[src/design/sosk_pkg.sv]
// Shared types and constants for the sum_of_k_smallest block.
package sosk_pkg;

   localparam int VALUE_BITS = 10;
   localparam int SUM_BITS   = 16;
   localparam int K_BITS     = 7;

   typedef logic [VALUE_BITS-1:0] value_type;
   typedef logic [SUM_BITS-1:0]   sum_type;
   typedef logic [K_BITS-1:0]     k_type;

   localparam value_type EMPTY_VALUE = '1;

   typedef struct packed {
      value_type cost;
      logic      last;
   } req_word_type;

   typedef struct packed {
      sum_type total;
      logic    short_set;
   } rsp_word_type;

   // Broadcast control from the top level to every cell.
   typedef struct packed {
      logic clear;
      logic insert;
      logic replace;
   } cell_ctrl_type;

endpackage

[src/design/sosk_cell.sv]
// One slot of the sorted insertion chain.
module sosk_cell import sosk_pkg::*; #(
   parameter int IDX = 0,
   parameter int CW  = 7
) (
   input  logic          clock,
   input  logic          reset,
   input  cell_ctrl_type ctrl,
   input  logic [CW-1:0] count,
   input  value_type     new_value,
   input  value_type     left_value,
   input  logic          left_gt,
   output value_type     value,
   output logic          gt,
   output value_type     top_value,
   output logic          top_gt
);

   localparam logic [CW-1:0] IDX_C  = CW'(IDX);
   localparam logic [CW-1:0] IDX_P1 = CW'(IDX + 1);

   value_type value_ff;
   value_type value_in;
   logic      below;
   logic      at_end;
   logic      is_top;
   logic      update;

   assign below  = IDX_C < count;
   assign at_end = IDX_C == count;
   assign is_top = IDX_P1 == count;
   assign gt     = value_ff > new_value;
   assign update = ctrl.insert ? (below | at_end) : (ctrl.replace & below);

   always_comb begin
      value_in = value_ff;
      if (ctrl.clear) begin
         value_in = EMPTY_VALUE;
      end else if (update) begin
         if (left_gt) begin
            value_in = left_value;
         end else if (gt) begin
            value_in = new_value;
         end
      end
   end

   always_ff @(posedge clock) begin
      if (reset) begin
         value_ff <= EMPTY_VALUE;
      end else begin
         value_ff <= value_in;
      end
   end

   assign value     = value_ff;
   assign top_value = is_top ? value_ff : '0;
   assign top_gt    = is_top & gt;

endmodule

[src/design/sum_of_k_smallest.sv]
// Top level: sum of the k smallest values of a set, kept in a sorted cell chain.
// The result word is registered, valid in the cycle after a set's last word is taken.
// Throughput: one input word per cycle; each word updates the affected cells together.
// Any input word waits while a previous result is still held and not taken.
// Reset: store slots go to all ones, count and sum to zero, k_count to 1.
module sum_of_k_smallest import sosk_pkg::*; #(
   parameter int MAX_K = 64
) (
   input  logic         clock,
   input  logic         reset,
   input  logic         req_valid,
   output logic         req_ready,
   input  req_word_type req_data,
   output logic         rsp_valid,
   input  logic         rsp_ready,
   output rsp_word_type rsp_data,
   input  logic         csr_we,
   input  k_type        csr_wdata
);

   localparam int CW = $clog2(MAX_K + 1);
   localparam int KW = (CW > K_BITS) ? CW : K_BITS;
   localparam logic [KW-1:0] MAX_K_W = KW'(MAX_K);

   k_type         k_count_ff;
   logic [CW-1:0] count_ff;
   logic [CW-1:0] count_in;
   sum_type       sum_ff;
   sum_type       sum_in;
   sum_type       sum_upd;
   logic          rsp_valid_ff;
   logic          rsp_valid_in;
   rsp_word_type  rsp_data_ff;
   rsp_word_type  rsp_data_in;

   logic          fire;
   logic [KW-1:0] k_wide;
   logic [KW-1:0] k_eff;
   logic [KW-1:0] n_wide;
   logic [KW-1:0] n_upd_wide;
   logic [CW-1:0] count_upd;
   cell_ctrl_type ctrl;
   value_type     drop_value;
   logic          drop_gt;

   value_type     cell_value [MAX_K];
   logic          cell_gt    [MAX_K];
   value_type     cell_top   [MAX_K];
   logic          cell_tgt   [MAX_K];

   assign fire      = req_valid & req_ready;
   assign req_ready = ~rsp_valid_ff | rsp_ready;

   assign k_wide = KW'(k_count_ff);
   assign k_eff  = (k_wide > MAX_K_W) ? MAX_K_W : k_wide;
   assign n_wide = KW'(count_ff);

   always_comb begin
      drop_value = '0;
      drop_gt    = 1'b0;
      for (int i = 0; i < MAX_K; i++) begin
         drop_value = drop_value | cell_top[i];
         drop_gt    = drop_gt | cell_tgt[i];
      end
   end

   always_comb begin
      ctrl.insert  = fire & (k_eff != '0) & (n_wide < k_eff);
      ctrl.replace = fire & (k_eff != '0) & (n_wide >= k_eff) & drop_gt;
      ctrl.clear   = fire & req_data.last;
   end

   always_comb begin
      count_upd = count_ff;
      sum_upd   = sum_ff;
      if (ctrl.insert) begin
         count_upd = count_ff + CW'(1);
         sum_upd   = sum_ff + SUM_BITS'(req_data.cost);
      end else if (ctrl.replace) begin
         sum_upd = sum_ff - SUM_BITS'(drop_value) + SUM_BITS'(req_data.cost);
      end
      n_upd_wide = KW'(count_upd);
      count_in   = ctrl.clear ? '0 : count_upd;
      sum_in     = ctrl.clear ? '0 : sum_upd;
   end

   always_comb begin
      rsp_valid_in = rsp_valid_ff & ~rsp_ready;
      rsp_data_in  = rsp_data_ff;
      if (ctrl.clear) begin
         rsp_valid_in          = 1'b1;
         rsp_data_in.total     = sum_upd;
         rsp_data_in.short_set = n_upd_wide < k_eff;
      end
   end

   always_ff @(posedge clock) begin
      if (reset) begin
         k_count_ff   <= K_BITS'(1);
         count_ff     <= '0;
         sum_ff       <= '0;
         rsp_valid_ff <= 1'b0;
      end else begin
         if (csr_we) begin
            k_count_ff <= csr_wdata;
         end
         count_ff     <= count_in;
         sum_ff       <= sum_in;
         rsp_valid_ff <= rsp_valid_in;
      end
   end

   always_ff @(posedge clock) begin
      rsp_data_ff <= rsp_data_in;
   end

   assign rsp_valid = rsp_valid_ff;
   assign rsp_data  = rsp_data_ff;

   for (genvar g = 0; g < MAX_K; g++) begin : g_cell
      value_type left_value;
      logic      left_gt;

      if (g == 0) begin : g_first
         assign left_value = EMPTY_VALUE;
         assign left_gt    = 1'b0;
      end else begin : g_rest
         assign left_value = cell_value[g-1];
         assign left_gt    = cell_gt[g-1];
      end

      sosk_cell #(
         .IDX (g),
         .CW  (CW)
      ) u_cell (
         .clock      (clock),
         .reset      (reset),
         .ctrl       (ctrl),
         .count      (count_ff),
         .new_value  (req_data.cost),
         .left_value (left_value),
         .left_gt    (left_gt),
         .value      (cell_value[g]),
         .gt         (cell_gt[g]),
         .top_value  (cell_top[g]),
         .top_gt     (cell_tgt[g])
      );
   end

endmodule
[config.mk]
export PLATFORM = sky130hd
export DESIGN_NAME = sum_of_k_smallest
export DESIGN_NICKNAME = d
export VERILOG_FILES = /design/src/design/sosk_pkg.sv /design/src/design/sosk_cell.sv /design/src/design/sum_of_k_smallest.sv
export SDC_FILE = /design/constraint.sdc
export NUM_CORES = 2
export LEC_CHECK = 0
export ABC_CLOCK_PERIOD_IN_PS = 6200
export BUFFER_PORTS_ARGS = -buffer_cell sky130_fd_sc_hd__buf_4
export CAP_MARGIN = 20
export CORE_UTILIZATION = 40
export DETAILED_ROUTE_END_ITERATION = 8
export MAX_ROUTING_LAYER = met4
export PLACE_DENSITY = 0.54
export SYNTH_ARGS = -nofsm -noshare
export SYNTH_HDL_FRONTEND = slang
export SYNTH_SLANG_ARGS = --single-unit
[constraint.sdc]
create_clock -name clock -period 6.2 [get_ports clock]
set_input_delay 0 -clock clock [delete_from_list [all_inputs] [get_ports clock]]
set_output_delay 0 -clock clock [all_outputs]
set_load 0.005 [all_outputs]
==> run summary <==
run status -> finished clean
row count -> 134
Distinct cells, synth -> 88
Layout Cell Area excl Fill -> 63940 um2
die area -> 135800 um2
I/O Buffers -> 41
worst r2r src -> count_ff[5]$_SDFF_PP0_
placed instance area -> 59990 um2
Async SR Flop Fraction -> 0%
max-cap check violation count -> 0
final worst-path setup slack -> 0.06151 ns
share of cells above drive strength 1 -> 14.34%
vias in the first global route -> 56520
cell count of the worst reg-to-reg path -> 25
syn nets -> 7607
Hold Startpoint -> req_data[8]
Die X-Extent -> 368.5 um
Max Clk Rate -> 0.1629 GHz
reg2reg setup slack -> 0.06 ns
drt pass-1 iters -> 9
Post-Synthesis Cells -> 6886
Reg clk slew, reported paths -> 0.06 ns
P&R area growth vs syn -> 19.02%
Starting DRT DRC Count -> 11400
first-pass GRT wire length -> 501.9 mm
Slew @ Worst Pin -> 1.204 ns
antenna violations before repair -> 91
clk sinks -> 688
via count -> 64340
# H-tree levels -> 3
Detailed Route WL -> 379.2 mm
most used flip-flop cell after synthesis -> dfxtp_1
type of origin of the critical path -> flop
Reg-to-Reg End -> rsp_data[16]$_DFFE_PP_
Worst VDD drop -> 0.0001966 V
CTS Buf Count -> 85
ANT nets after route -> 0
vias per cell -> 7.086
CP Class -> reg -> reg
worst min path class -> in -> reg
Post-synth EDFFs -> 17
I/O pin cnt -> 42
clk buf depth -> 3
clk_lat worst skew -> 0.75 ns
Root Buffer -> clkbuf_16
Seq cells post-synth -> 688
Crit path required time -> 6.68 ns
Final HPWL DP -> 297.9 mm
kind of end point of the critical path -> flop
DRC -> 0
max_slew headroom -> 19.71%
Seq/Total Area, Yosys -> 25.95%
Netlist Area Pre-Place -> 53720 um2
largest net degree at the start of global routing -> 155
Final Cycle Share -> 99.01%
RePlAce Congestion -> 1.152
Power Dens Cells -> 206.1 nW/um2
Lkg Pwr -> 26.63 nW
Synth Area per Inst -> 7.802 um2
Core Area -> 133300 um2
Syn. warnings -> 0
WP data arrival -> 6.62 ns
Hold Fails Final Rpt -> 0
gr usage total -> 55.54%
Die H -> 368.5 um
Crit Path Max Fanout -> 11
TritonCTS clock tree -> done
post-layout minimum cycle time -> 6.138 ns
fin nets -> 7866
hold depth -> 5
total global routing overflow -> 0
WHS Endpoint -> g_cell[16].u_cell.value[7]$_SDFFE_PP1P_
wire length per cell -> 41.76 um
initial cell density of the core -> 40.31%
Finish-stage setup viols -> 0
worst slack, placed -> -0.6949 ns
max-slew violations -> 0
# fillers -> 12910
clock skew -> 0.02258 ns
[stage by stage]
stage          std cells  TNS (ns)  util [%]  hold slack, ns  power [mW]
6_report            9080         0     47.97         0.07514       13.18
3_3_place_gp        8775    -4.646     44.99          0.2021       7.449
2_1_floorplan       6886         0         -          0.1179       6.277
4_1_cts             8971         0     47.58        0.004775       12.95
5_1_grt             9055  -0.02748     47.93         0.07999       13.44
3_5_place_dp        8778    -4.209     45.01          0.2092       7.498
[flip-flops by register name, indices dropped and copies added (netlist names)]
register,flops
count_ff,7
g_cell.u_cell.value,640
k_count_ff,7
rsp_data,17
rsp_valid,1
sum_ff,16
[layout make-up]
type	instances	area [um2]	share of cell area (%)
flip-flops and latches	688	13950	21.82
repair buffers	762	6558	10.26
clock inverters	35	479.2	0.7494
clock buffers	123	2512	3.929
multi-input cells	5361	37020	57.89
inverters	247	972.2	1.520
well taps	1768	2212	3.460
diodes	96	240.2	0.3757
[where the power goes]
| group | internal, mW | leakage, nW | switching (mW) |
|---|---|---|---|
| clock network | 3.21 | 1.47 | 2.34 |
| registers | 4.47 | 5.60 | 0.0628 |
| logic | 1.05 | 19.6 | 2.04 |
[how the worst max path moves through the flow]
| stage | from | end | slack, ns |
|---|---|---|---|
| final | count_ff[5]$_SDFF_PP0_ | rsp_data[16]$_DFFE_PP_ | 0.06 |
| after global routing | count_ff[6]$_SDFF_PP0_ | rsp_data[16]$_DFFE_PP_ | -0.03 |
| after CTS | count_ff[0]$_SDFF_PP0_ | rsp_data[16]$_DFFE_PP_ | 0.03 |
| after detailed placement | count_ff[0]$_SDFF_PP0_ | rsp_data[16]$_DFFE_PP_ | -0.69 |
| after global placement | count_ff[5]$_SDFF_PP0_ | rsp_data[16]$_DFFE_PP_ | -0.87 |
| after floorplan | count_ff[0]$_SDFF_PP0_ | rsp_data[16]$_DFFE_PP_ | 0.46 |
[cells by family (layout without fill, tap and decap cells)]
kind of cell	Yosys count	count (layout)	share of synthesized area (%)
and+or+nand+nor	2213	2213	20.16
DFF	688	688	25.95
buffers and inverters	837	1167	6.272
xor gates and xnor gates	25	25	0.4076
other	0	96	0
AOI/OAI and AO/OA	2251	2251	27.56
muxes	174	174	3.242
adders and majority gates	698	698	16.41
[Yosys cell counts (17+ instances only)]
master | count | area, um2
a21oi_1 | 560 | 2803
o21ai_0 | 558 | 2793
a2111oi_0 | 31 | 271.5
nand2b_1 | 36 | 225.2
ha_1 | 687 | 8596
nand2_1 | 400 | 1501
o211a_1 | 40 | 400.4
a2111o_1 | 61 | 686.9
clkbuf_1 | 485 | 1821
nor4_1 | 277 | 1733
and2_1 | 18 | 112.6
o21a_1 | 29 | 217.7
buf_2 | 56 | 280.3
a222oi_1 | 27 | 270.3
edfxtp_1 | 17 | 510.5
a31oi_1 | 173 | 1082
a211o_1 | 19 | 166.4
nor2b_1 | 62 | 387.9
a21o_1 | 91 | 683.2
dfxtp_1 | 671 | 13430
a221oi_1 | 94 | 823.3
o2111ai_1 | 63 | 551.8
nand4_1 | 161 | 1007
or2_2 | 36 | 225.2
buf_1 | 20 | 75.07
or3_1 | 123 | 769.5
nor2_1 | 618 | 2320
and3_1 | 22 | 137.6
nor3_1 | 68 | 340.3
a211oi_1 | 76 | 570.6
a22oi_1 | 117 | 878.3
a22o_1 | 93 | 814.5
nand3_1 | 356 | 1782
o211ai_1 | 75 | 563.0
inv_1 | 237 | 889.6
mux2i_1 | 174 | 1742
[cells in the final DEF, fill, tap and decap left out, types with 57 or more instances in the layout]
cell type and count:
buf_4 662, or3_1 123, a21oi_1 553, nand3_1 355, diode_2 96, a22o_1 93, clkbuf_16 87, ha_1 686
buf_12 57, o21ai_0 548, a31oi_1 151, mux2i_1 173, nand4_1 161, a221oi_1 85, nor4_1 271, o2111ai_1 63
nor2b_1 62, inv_1 235, nor3_1 60, a21o_1 90, nor2_1 611, a211oi_1 76, dfxtp_1 665, a22oi_1 115
nand2_1 393, a2111o_1 61, o211ai_1 75
[metal layers]
metal	GRT usage (%)	wire length, um
met1	67.25	144000
met2	75.39	150700
met3	18.23	49290
met4	42.53	35230
met5	-	0
[worst max-delay path, stage by stage, from the launching register on]
cell and delay (ns):
dfxtp_1 0.39, buf_4 0.18, or3b_2 0.52, buf_4 0.19, buf_12 0.15, nor2_2 0.43, a22oi_2 0.22, nand4_1 0.32
buf_4 0.17, nor2_1 0.04, nand4_1 0.20, nor4_2 0.08, buf_4 0.19, fa_1 0.44, ha_1 0.33, a21o_1 0.18
a2111oi_2 0.36, buf_4 0.18, o31ai_4 0.07, o211ai_1 0.23, o21bai_1 0.13, a21oi_2 0.15, o21ba_2 0.16, mux2i_2 0.23
a31oi_2 0.14, xor2_1 0.16
[repair_timing]
item                                    CTS  global route
endpoints found under the setup margin   11             7
pin swaps                                 5            15
buffers inserted                          1             2
hold endpoints to repair                 74             0
hold buffers                             34             0
gates resized for setup                  18            41
Note: power is estimated with default switching activity, not from simulation.
